`src/hw/rtl/zss_ram.sv`:
```
module zss_ram #(
  parameter int WIDTH = 8,
  parameter int DEPTH = 64
) (
  input  logic                     clk_i,
  input  logic                     we_i,
  input  logic [$clog2(DEPTH)-1:0] waddr_i,
  input  logic [WIDTH-1:0]         wdata_i,
  input  logic [$clog2(DEPTH)-1:0] raddr_i,
  output logic [WIDTH-1:0]         rdata_o
);

  logic [WIDTH-1:0] mem_q [DEPTH];
  logic [WIDTH-1:0] rdata_q;

  always_ff @(posedge clk_i) begin
    if (we_i) begin
      mem_q[waddr_i] <= wdata_i;
    end
    rdata_q <= mem_q[raddr_i];
  end

  assign rdata_o = rdata_q;

endmodule

```
`config.mk`:
```
export PLATFORM = sky130hd
export DESIGN_NAME = zss_ram
export DESIGN_NICKNAME = d
export VERILOG_FILES = /design/src/hw/rtl/zss_ram.sv
export SDC_FILE = /design/constraint.sdc
export NUM_CORES = 1
export LEC_CHECK = 0
export BUFFER_PORTS_ARGS = -buffer_cell sky130_fd_sc_hd__buf_4
export CORE_MARGIN = 1
export CORE_UTILIZATION = 55
export CTS_CLUSTER_DIAMETER = 200
export CTS_CLUSTER_SIZE = 10
export DETAILED_ROUTE_END_ITERATION = 7
export GPL_ROUTABILITY_DRIVEN = 0
export PLACE_DENSITY = 0.8
export SLEW_MARGIN = 20
export SYNTH_ARGS = -nofsm -noshare
export SYNTH_HDL_FRONTEND = slang
export SYNTH_SLANG_ARGS = --single-unit
```
`constraint.sdc`:
```
create_clock -name clk_i -period 2.6 [get_ports clk_i]
set_input_delay 0.65 -clock clk_i [delete_from_list [all_inputs] [get_ports clk_i]]
set_output_delay 0.65 -clock clk_i [all_outputs]
set_load 0.05 [all_outputs]
```
==> results.toml, run 1 <==
[status]
status = "complete, no violations"

[hold_path]
hold_class = "primary input to flip-flop"

[timing]
rsz0062_at_grt = "no"
worst_pin_slew_ns = 0.7415
slew_headroom = 0.5042
finalCritPeriodShare = 0.8401
fmax_mhz = 457.8
hold-worst-slack_ns = 0.4481
setup_ws_ns = 0.4158
finClkSkew_ns = 0.02058
finalCriticalPeriod_ns = 2.184
hold_viol_final = 0
slew_viol_final = 0
finalSetupViolCount = 0

[clocking]
clk_pin_slew_ns = 0.05
cts_inserted_buffers = 57
cts_hold_buf = 0
cts-root-buf = "clkbuf_16"
cts_sinks = 520
max-clock-path-buffers = 3
post_cts_buffers = 0
cts_tree = "done"
cts_resized = 0
cts.htree.levels = 2
clock_latency_ns = 0.59

[floorplan]
core_area_um2 = 35830
fp.dieH_um = 193.5
die_w_um = 193.5
design.die.area_um2 = 37440
rows = 69
initial_core_util = 0.5629
ios = 30

[setup_path]
crit_end = "rdata_o[3]"
cp-startpoint = "raddr_i[0]"
crit_fanout = 19
cp.arrival_ns = 2.62
required_ns = 3.04
r2r_end = "rdata_o[3]"
cp-end-kind = "flip-flop"
worst_r2r_startpoint = "mem_q[55][3]"
reg2reg_slack_ns = 0.62
critPathKind = "primary input to flip-flop"
critPathLaunchType = "primary input"
rr_worst_depth = 4

[yosys]
synthArstFlopShare = 0
syn-mean-instance-area_um2 = 21.45
synthesis.area_um2 = 20170
synth.distinct_cells = 40
synth_edf_count = 512
syn_nets = 962
synth_ff_type = "edfxtp_1"
seq_area_frac_synth = 0.7703
ys_warn_count = 0
synthesis.instances = 940
ys_ff_latch = 520

[layout]
fin_nets = 1115
diodes = 0
stdcell_count = 1579
syn_to_final_growth_pct = 15.15
utilization = 0.6482
drive_above_1_share = 0.3095

[global_routing]
grt_max_degree = 65
grt_pass1_wl_um = 65700
antenna_found_initial = 1
grt_use_total = 0.2415
overflow = 0
grt_pass1_vias = 10420

[routing]
wl_um = 44350
routed_via_density = 6.448
firstDrtPassIters = 7
num_vias = 10180
wl_per_cell_um = 28.09
ant_nets = 0
drc = 0
drt_iter0_markers = 1145

[pwr]
powerDensity_nw_per_um2 = 744.1
p_leak_nw = 7.501
irDropWorstVdd_mv = 0.4664

[place]
dpl.cell_count = 1495
hpwl_um = 26700
dp_slack_ns = -0.1333
port_buffers = 29

[run]
cap_violations = 0
## kinds of logic (layout without fill, tap and decap cells)
kind of cell / Yosys count / in the layout / share of synthesized area
multiplexers: 162 / 162 / 0.1594
buffers and inverters: 51 / 229 / 0.01570
AO/OA/AOI/OAI: 54 / 54 / 0.02072
flip-flops: 520 / 520 / 0.7703
AND/OR/NAND/NOR: 153 / 153 / 0.03387
## metal layers
layer	share of wire	global-route usage	up-vias
li1	-	-	4213
met1	0.38	0.3303	5246
met2	0.50	0.3932	617
met3	0.094	0.04620	104
met4	0.031	0.08652	2
met5	0.00032	0	-
## registers in the layout (all words and copies together), names as in the netlist
| name | cells |
|---|---|
| mem_q | 512 |
| rdata_o | 8 |
## worst max-delay path, cell delays in order
cell and delay, ns:
clkbuf_8 0.21, buf_12 0.22, buf_12 0.17, mux4_2 0.49, mux2i_1 0.32, a21oi_1 0.14, o21ai_1 0.21, o41ai_1 0.18
## layout by cell type, fill, tap and decap left out, drive strengths merged, types with 2 or more instances in the layout
cell       n
nand3b     3
nor3       7
buf      144
o32ai      2
dfxtp      8
o2111ai    3
nand4      2
a221oi     6
o2bb2ai    3
a21oi      3
nand3     13
o21a       2
nor2b     14
clkbuf    84
mux4     126
o221a      2
a2111oi    2
nor4       2
o221ai     8
mux2      13
edfxtp   512
a211oi     4
mux2i     23
nand2     19
nor2      83
nand2b     7
o41ai      2
o22ai      8
a22oi      3
o21ai      4
## through the flow
stage	total power, mW	cell area, um2	setup TNS, ns
global route	17.72	23220	0
finish	17.28	23220	0
floorplan	10.02	20170	0
detailed placement	10.45	21650	-0.6043
global placement	10.42	21650	-0.5902
CTS	17.36	23220	0
## cell usage after synthesis (8+ instances only)
| cell | n | area, um2 |
|---|---|---|
| mux4_2 | 126 | 2838 |
| o221ai_1 | 8 | 70.07 |
| o22ai_1 | 8 | 50.05 |
| mux2i_1 | 23 | 230.2 |
| nor2_1 | 83 | 311.6 |
| buf_4 | 13 | 97.59 |
| nor2b_1 | 14 | 87.58 |
| buf_2 | 11 | 55.05 |
| clkbuf_1 | 17 | 63.81 |
| edfxtp_1 | 512 | 15370 |
| mux2_2 | 13 | 146.4 |
| nand3_1 | 13 | 65.06 |
| dfxtp_1 | 8 | 160.2 |
| nand2_1 | 19 | 71.32 |
## final cells by class
| class | instances | area (um2) |
|---|---|---|
| fillers | 2190 | 12610 |
| clock inverters | 1 | 8.758 |
| flip-flops and latches | 520 | 15530 |
| multi-input cells | 369 | 4315 |
| well taps | 461 | 576.8 |
| clock buffers | 83 | 1567 |
| repair buffers | 145 | 1220 |
## worst min-delay path by stage
stage	startpoint	to	slack, ns	cells after the start
after floorplan	mem_q[34][0]	rdata_o[0]	0.72	4
after global routing	raddr_i[5]	rdata_o[0]	0.45	3
after global placement	mem_q[30][6]	rdata_o[6]	0.79	3
after CTS	raddr_i[5]	rdata_o[0]	0.43	3
after detailed placement	mem_q[26][6]	rdata_o[6]	0.81	3
final	raddr_i[5]	rdata_o[0]	0.45	3
## where the power goes
part | internal (mW) | switching (mW)
combinational | 0.386 | 0.585
sequential | 9.29 | 0.0288
clock | 4.08 | 2.91
total | 13.8 | 3.53
No activity file was read; power rests on OpenSTA's default activity.
==> run 2: changes to the inputs <==
--- a/config.mk
+++ b/config.mk
@@ -12,7 +12,7 @@
 export CTS_CLUSTER_SIZE = 10
 export DETAILED_ROUTE_END_ITERATION = 7
 export GPL_ROUTABILITY_DRIVEN = 0
-export PLACE_DENSITY = 0.8
+export PLACE_DENSITY = 0.83
 export SLEW_MARGIN = 20
 export SYNTH_ARGS = -nofsm -noshare
 export SYNTH_HDL_FRONTEND = slang
==> constraint.sdc (replaced) <==
create_clock -name clk_i -period 1.9 [get_ports clk_i]
set_input_delay 0.475 -clock clk_i [delete_from_list [all_inputs] [get_ports clk_i]]
set_output_delay 0.475 -clock clk_i [all_outputs]
set_load 0.05 [all_outputs]
==> run 2 against run 1 <==
Net effect:
- the flow now finishes with violations (setup timing)
- combinational power grew 52%
- worst hold slack lost 0.14 ns
- final area grew 2.9%
- sequential power grew 37%
==> results.toml, run 2 (synthesis gave the netlist of run 1 again) <==
[floorplan]
fp.dieH_um = 193.5
rows = 69
design.die.area_um2 = 37440
ios = 30
initial_core_util = 0.5629
core_area_um2 = 35830
die_w_um = 193.5

[pwr]
p_leak_nw = 7.846
irDropWorstVdd_mv = 1.038
powerDensity_nw_per_um2 = 1003

[hold_path]
hold_class = "primary input to flip-flop"

[clocking]
max-clock-path-buffers = 3
post_cts_buffers = 0
cts_inserted_buffers = 57
clock_latency_ns = 0.58
cts_tree = "done"
cts-root-buf = "clkbuf_16"
cts.htree.levels = 2
cts_hold_buf = 0
clk_pin_slew_ns = 0.06
cts_sinks = 520

[layout]
largest_reg_flops = 512
fin_nets = 1171
layout_common_cells = "edfxtp_1 (512), buf_4 (186), mux4_2 (126), nor2_1 (72), clkbuf_16 (60)"
post-route-cell-area_um2 = 23900
diodes = 0
syn_to_final_growth_pct = 18.53
final_common_cell = "edfxtp_1"
n_fill_cell = 2106
drive_above_1_share = 0.3567
top_register = "mem_q"

[timing]
tns_ns = -0.05783
finalCriticalPeriod_ns = 1.945
hold_viol_final = 0
slew_viol_final = 0
slew_headroom = 0.5292
fmax_mhz = 514.2
hold-worst-slack_ns = 0.3040
setup_ws_ns = -0.04465
finalSetupViolCount = 2
rsz0062_at_grt = "yes"
worst_pin_slew_ns = 0.7062
finalCritPeriodShare = 1.023
finClkSkew_ns = 0.01623

[setup_path]
r2r_end = "rdata_o[4]"
crit_end = "rdata_o[4]"
critPathLaunchType = "primary input"
cp-startpoint = "raddr_i[1]"
cp-end-kind = "flip-flop"
rr_worst_depth = 5
cp.arrival_ns = 2.43
reg2reg_slack_ns = -0.04
critPathKind = "primary input to flip-flop"
worst_r2r_startpoint = "mem_q[29][4]"
required_ns = 2.39
crit_fanout = 12

[routing]
drc = 0
num_vias = 10650
firstDrtPassIters = 7
wl_um = 47040
ant_nets = 0
drt_iter0_markers = 1417
wl_per_cell_um = 28.56
routed_via_density = 6.464

[place]
placed_area_um2 = 22170
port_buffers = 29
hpwl_um = 28780

[global_routing]
antenna_found_initial = 1
grt_use_total = 0.2565
grt_pass1_vias = 11160
overflow = 0
grt_pass1_wl_um = 69810
grt_max_degree = 65

[status]
status = "finished with violations"
violations = "setup timing"

[run]
cap_violations = 0
[run 2: changes by cell type in the layout (fill, tap and decap cells not counted), sizes merged]
cell	delta
clkbuf	+12
buf	+56
[run 2: cell type report]
| cell class | count | area, um2 | share of cell area |
|---|---|---|---|
| Sequential cell | 520 | 15530 | 0.6499 |
| Tap cell | 461 | 576.8 | 0.02413 |
| Clock inverter | 1 | 8.758 | 0.0003664 |
| Timing Repair Buffer | 201 | 1709 | 0.07150 |
| Multi-Input combinational cell | 369 | 4462 | 0.1867 |
| Clock buffer | 95 | 1612 | 0.06742 |
[run 2: worst max-delay path: stages]
cell	delay, ns
buf_4	0.20
buf_4	0.22
nand2b_1	0.35
buf_4	0.20
a211oi_1	0.04
nor4_1	0.50
nor3_4	0.14
o32ai_1	0.29
[run 2: timing repair]
item | in CTS | in global routing
pin swaps | 2 | 0
endpoints found under the setup margin | 7 | 7
resized for setup | 13 | 8
[run 2: stage by stage]
step	worst slack, ns	util	power (mW)	cells
floorplan	-0.1235	-	13.73	940
global placement	-0.6525	0.6189	14.34	1552
detailed placement	-0.7488	0.6189	14.38	1552
CTS	-0.02295	0.6666	24.04	1648
global route	-0.1145	0.6672	24.56	1647
finish	-0.04465	0.6672	23.98	1647
[run 2: worst min path at each step]
stage            startpoint          end  slack [ns]  cells after the start
2_1_floorplan    wdata_i[0]  mem_q[0][0]        0.57                      0
3_3_place_gp   mem_q[30][6]   rdata_o[6]        0.81                      3
3_5_place_dp   mem_q[31][4]   rdata_o[4]        0.85                      3
4_1_cts          raddr_i[5]   rdata_o[5]        0.28                      2
5_1_grt          raddr_i[5]   rdata_o[5]        0.30                      2
6_report         raddr_i[5]   rdata_o[5]        0.30                      2
[run 2: per-layer routing]
metal	global-route usage	vias up	wire (um)
met3	0.04620	146	4720
met2	0.4247	718	23480
li1	-	4339	-
met1	0.3374	5441	16910
met5	0	-	16
met4	0.1135	2	1911
[run 2: power breakdown]
group	internal [mW]	switching [mW]	leakage [nW]	total, mW
logic	0.600	0.872	2.40	1.47
clock network	5.69	4.07	0.774	9.76
registers	12.7	0.0482	4.67	12.8
==> run 3: changes to the inputs <==
--- a/config.mk
+++ b/config.mk
@@ -7,12 +7,12 @@
 export LEC_CHECK = 0
 export BUFFER_PORTS_ARGS = -buffer_cell sky130_fd_sc_hd__buf_4
 export CORE_MARGIN = 1
-export CORE_UTILIZATION = 55
+export CORE_UTILIZATION = 56
 export CTS_CLUSTER_DIAMETER = 200
 export CTS_CLUSTER_SIZE = 10
 export DETAILED_ROUTE_END_ITERATION = 7
 export GPL_ROUTABILITY_DRIVEN = 0
-export PLACE_DENSITY = 0.83
+export PLACE_DENSITY = 0.84
 export SLEW_MARGIN = 20
 export SYNTH_ARGS = -nofsm -noshare
 export SYNTH_HDL_FRONTEND = slang
==> run 3 against run 2 <==
Net effect:
- count of clock-buffer cells in the layout fell by 14
- critical path type unchanged
- utilization fell by 0.43 points
- final area fell by 1.6%
- largest cell class unchanged
- the run still ends with setup timing left
- via count fell by 1.2%
- clock skew fell by 0.0027 ns
- largest power group unchanged
==> results.toml, run 3 (synthesis gave the netlist of run 1 again) <==
[status]
status = "finished with violations"
violations = "setup timing"

[clocking]
cts_inserted_buffers = 57
max-clock-path-buffers = 3
clk_pin_slew_ns = 0.06
cts_hold_buf = 0
cts_sinks = 520
cts_tree = "done"
clock_latency_ns = 0.57
cts.htree.levels = 2
cts-root-buf = "clkbuf_16"

[timing]
finalCritPeriodShare = 1.002
setup_ws_ns = -0.003419
finalCriticalPeriod_ns = 1.903
finClkSkew_ns = 0.01350
tns_ns = -0.003419
finalSetupViolCount = 1
slew_viol_final = 0
hold_viol_final = 0
worst_pin_slew_ns = 0.7188
rsz0062_at_grt = "no"
slew_headroom = 0.5208
fmax_mhz = 525.4

[setup_path]
worst_r2r_startpoint = "mem_q[21][0]"
required_ns = 2.34
critPathKind = "primary input to flip-flop"
cp-end-kind = "flip-flop"
crit_fanout = 13
r2r_end = "rdata_o[0]"
cp-startpoint = "raddr_i[0]"
critPathLaunchType = "primary input"
rr_worst_depth = 6
reg2reg_slack_ns = 0.02
cp.arrival_ns = 2.34
crit_end = "rdata_o[1]"

[layout]
top_register = "mem_q"
regArea_um2 = 15530
multi_input_area_um2 = 4429
final_common_cell = "edfxtp_1"
largest_reg_flops = 512
fin_nets = 1134
n_fill_cell = 2084
layout_common_cells = "edfxtp_1 (512), buf_4 (146), mux4_2 (126), nor2_1 (74), clkbuf_16 (58)"
post-route-cell-area_um2 = 23520
stdcell_count = 1596
syn_to_final_growth_pct = 16.63
drive_above_1_share = 0.3360

[routing]
num_vias = 10520
routed_via_density = 6.588
firstDrtPassIters = 7
drt_iter0_markers = 1338
ant_nets = 0
wl_per_cell_um = 29.84
drc = 0
wl_um = 47630

[global_routing]
overflow = 0
grt_use_total = 0.2702
grt_pass1_vias = 10770
grt_pass1_wl_um = 70280
antenna_found_initial = 1
grt_max_degree = 65

[hold_path]
hold_class = "primary input to flip-flop"

[place]
placed_area_um2 = 21930
port_buffers = 29
hpwl_um = 28800
dp_slack_ns = -0.6211
dpl.cell_count = 1514

[pwr]
p_leak_nw = 7.614
powerDensity_nw_per_um2 = 1002
seqPwrFrac = 0.541
p_clk_frac = 0.399
intPower_mw = 18.69
irDropWorstVdd_mv = 0.6920
netSwitchingPower_mw = 4.887
combinationalPowerShare = 0.060
switching_share = 0.2073

[floorplan]
design.die.area_um2 = 36780
ios = 30
rows = 69
core_area_um2 = 35480
initial_core_util = 0.5684
die_w_um = 191.8
fp.dieH_um = 191.8

[run]
cap_violations = 0
==> run 3: repair_timing <==
item,in CTS,in global routing
gates cloned,0,0
buffers inserted,0,0
resized for setup,7,7
endpoints found under the setup margin,5,5
pin swaps,1,1
==> run 3: how the worst min path moves through the flow <==
stage                            start           to  cells after the start
after floorplan             wdata_i[0]  mem_q[0][0]                      0
after global placement    mem_q[31][4]   rdata_o[4]                      3
after detailed placement  mem_q[30][6]   rdata_o[6]                      3
after CTS                   raddr_i[5]   rdata_o[3]                      2
after global routing        raddr_i[5]   rdata_o[3]                      2
final                       raddr_i[5]   rdata_o[3]                      2
==> run 3: stage by stage <==
| stage | hold slack (ns) | power, mW | utilization |
|---|---|---|---|
| 2_1_floorplan | 0.5739 | 13.73 | - |
| 3_3_place_gp | 0.8051 | 14.31 | 0.6179 |
| 3_5_place_dp | 0.8288 | 14.35 | 0.6179 |
| 4_1_cts | 0.2686 | 23.66 | 0.6618 |
| 5_1_grt | 0.2872 | 24.19 | 0.6629 |
| 6_report | 0.3171 | 23.58 | 0.6629 |
==> run 3: final cells by class <==
cell class,count,share of cell area
multi-input combinational,369,0.1883
sequential,520,0.6605
timing repair buffer,164,0.06213
tap,461,0.02452
antenna,1,0.0001064
clock buffer,81,0.06447
==> run 3: critical path: stages <==
cell and delay, ns:
clkbuf_16 0.19, buf_12 0.17, buf_12 0.15, mux4_2 0.51
mux2i_1 0.16, o2111ai_1 0.34, nand2_1 0.24, o2bb2ai_1 0.07
==> run 3: routing by layer <==
metal	GRT usage	routed length, um	vias up
li1	-	-	4260
met1	0.3665	17140	5423
met2	0.4336	23810	704
met3	0.05171	4761	128
met4	0.1145	1916	0
met5	0	0	-
==> run 3: power groups by stage <==
stage	combinational, mW	sequential, mW	clock [mW]
final	1.42	12.8	9.40
after global routing	1.48	12.8	9.95
after CTS	1.40	12.8	9.50
after detailed placement	1.36	13.0	0
after global placement	1.33	13.0	0
after floorplan	0.697	13.0	0
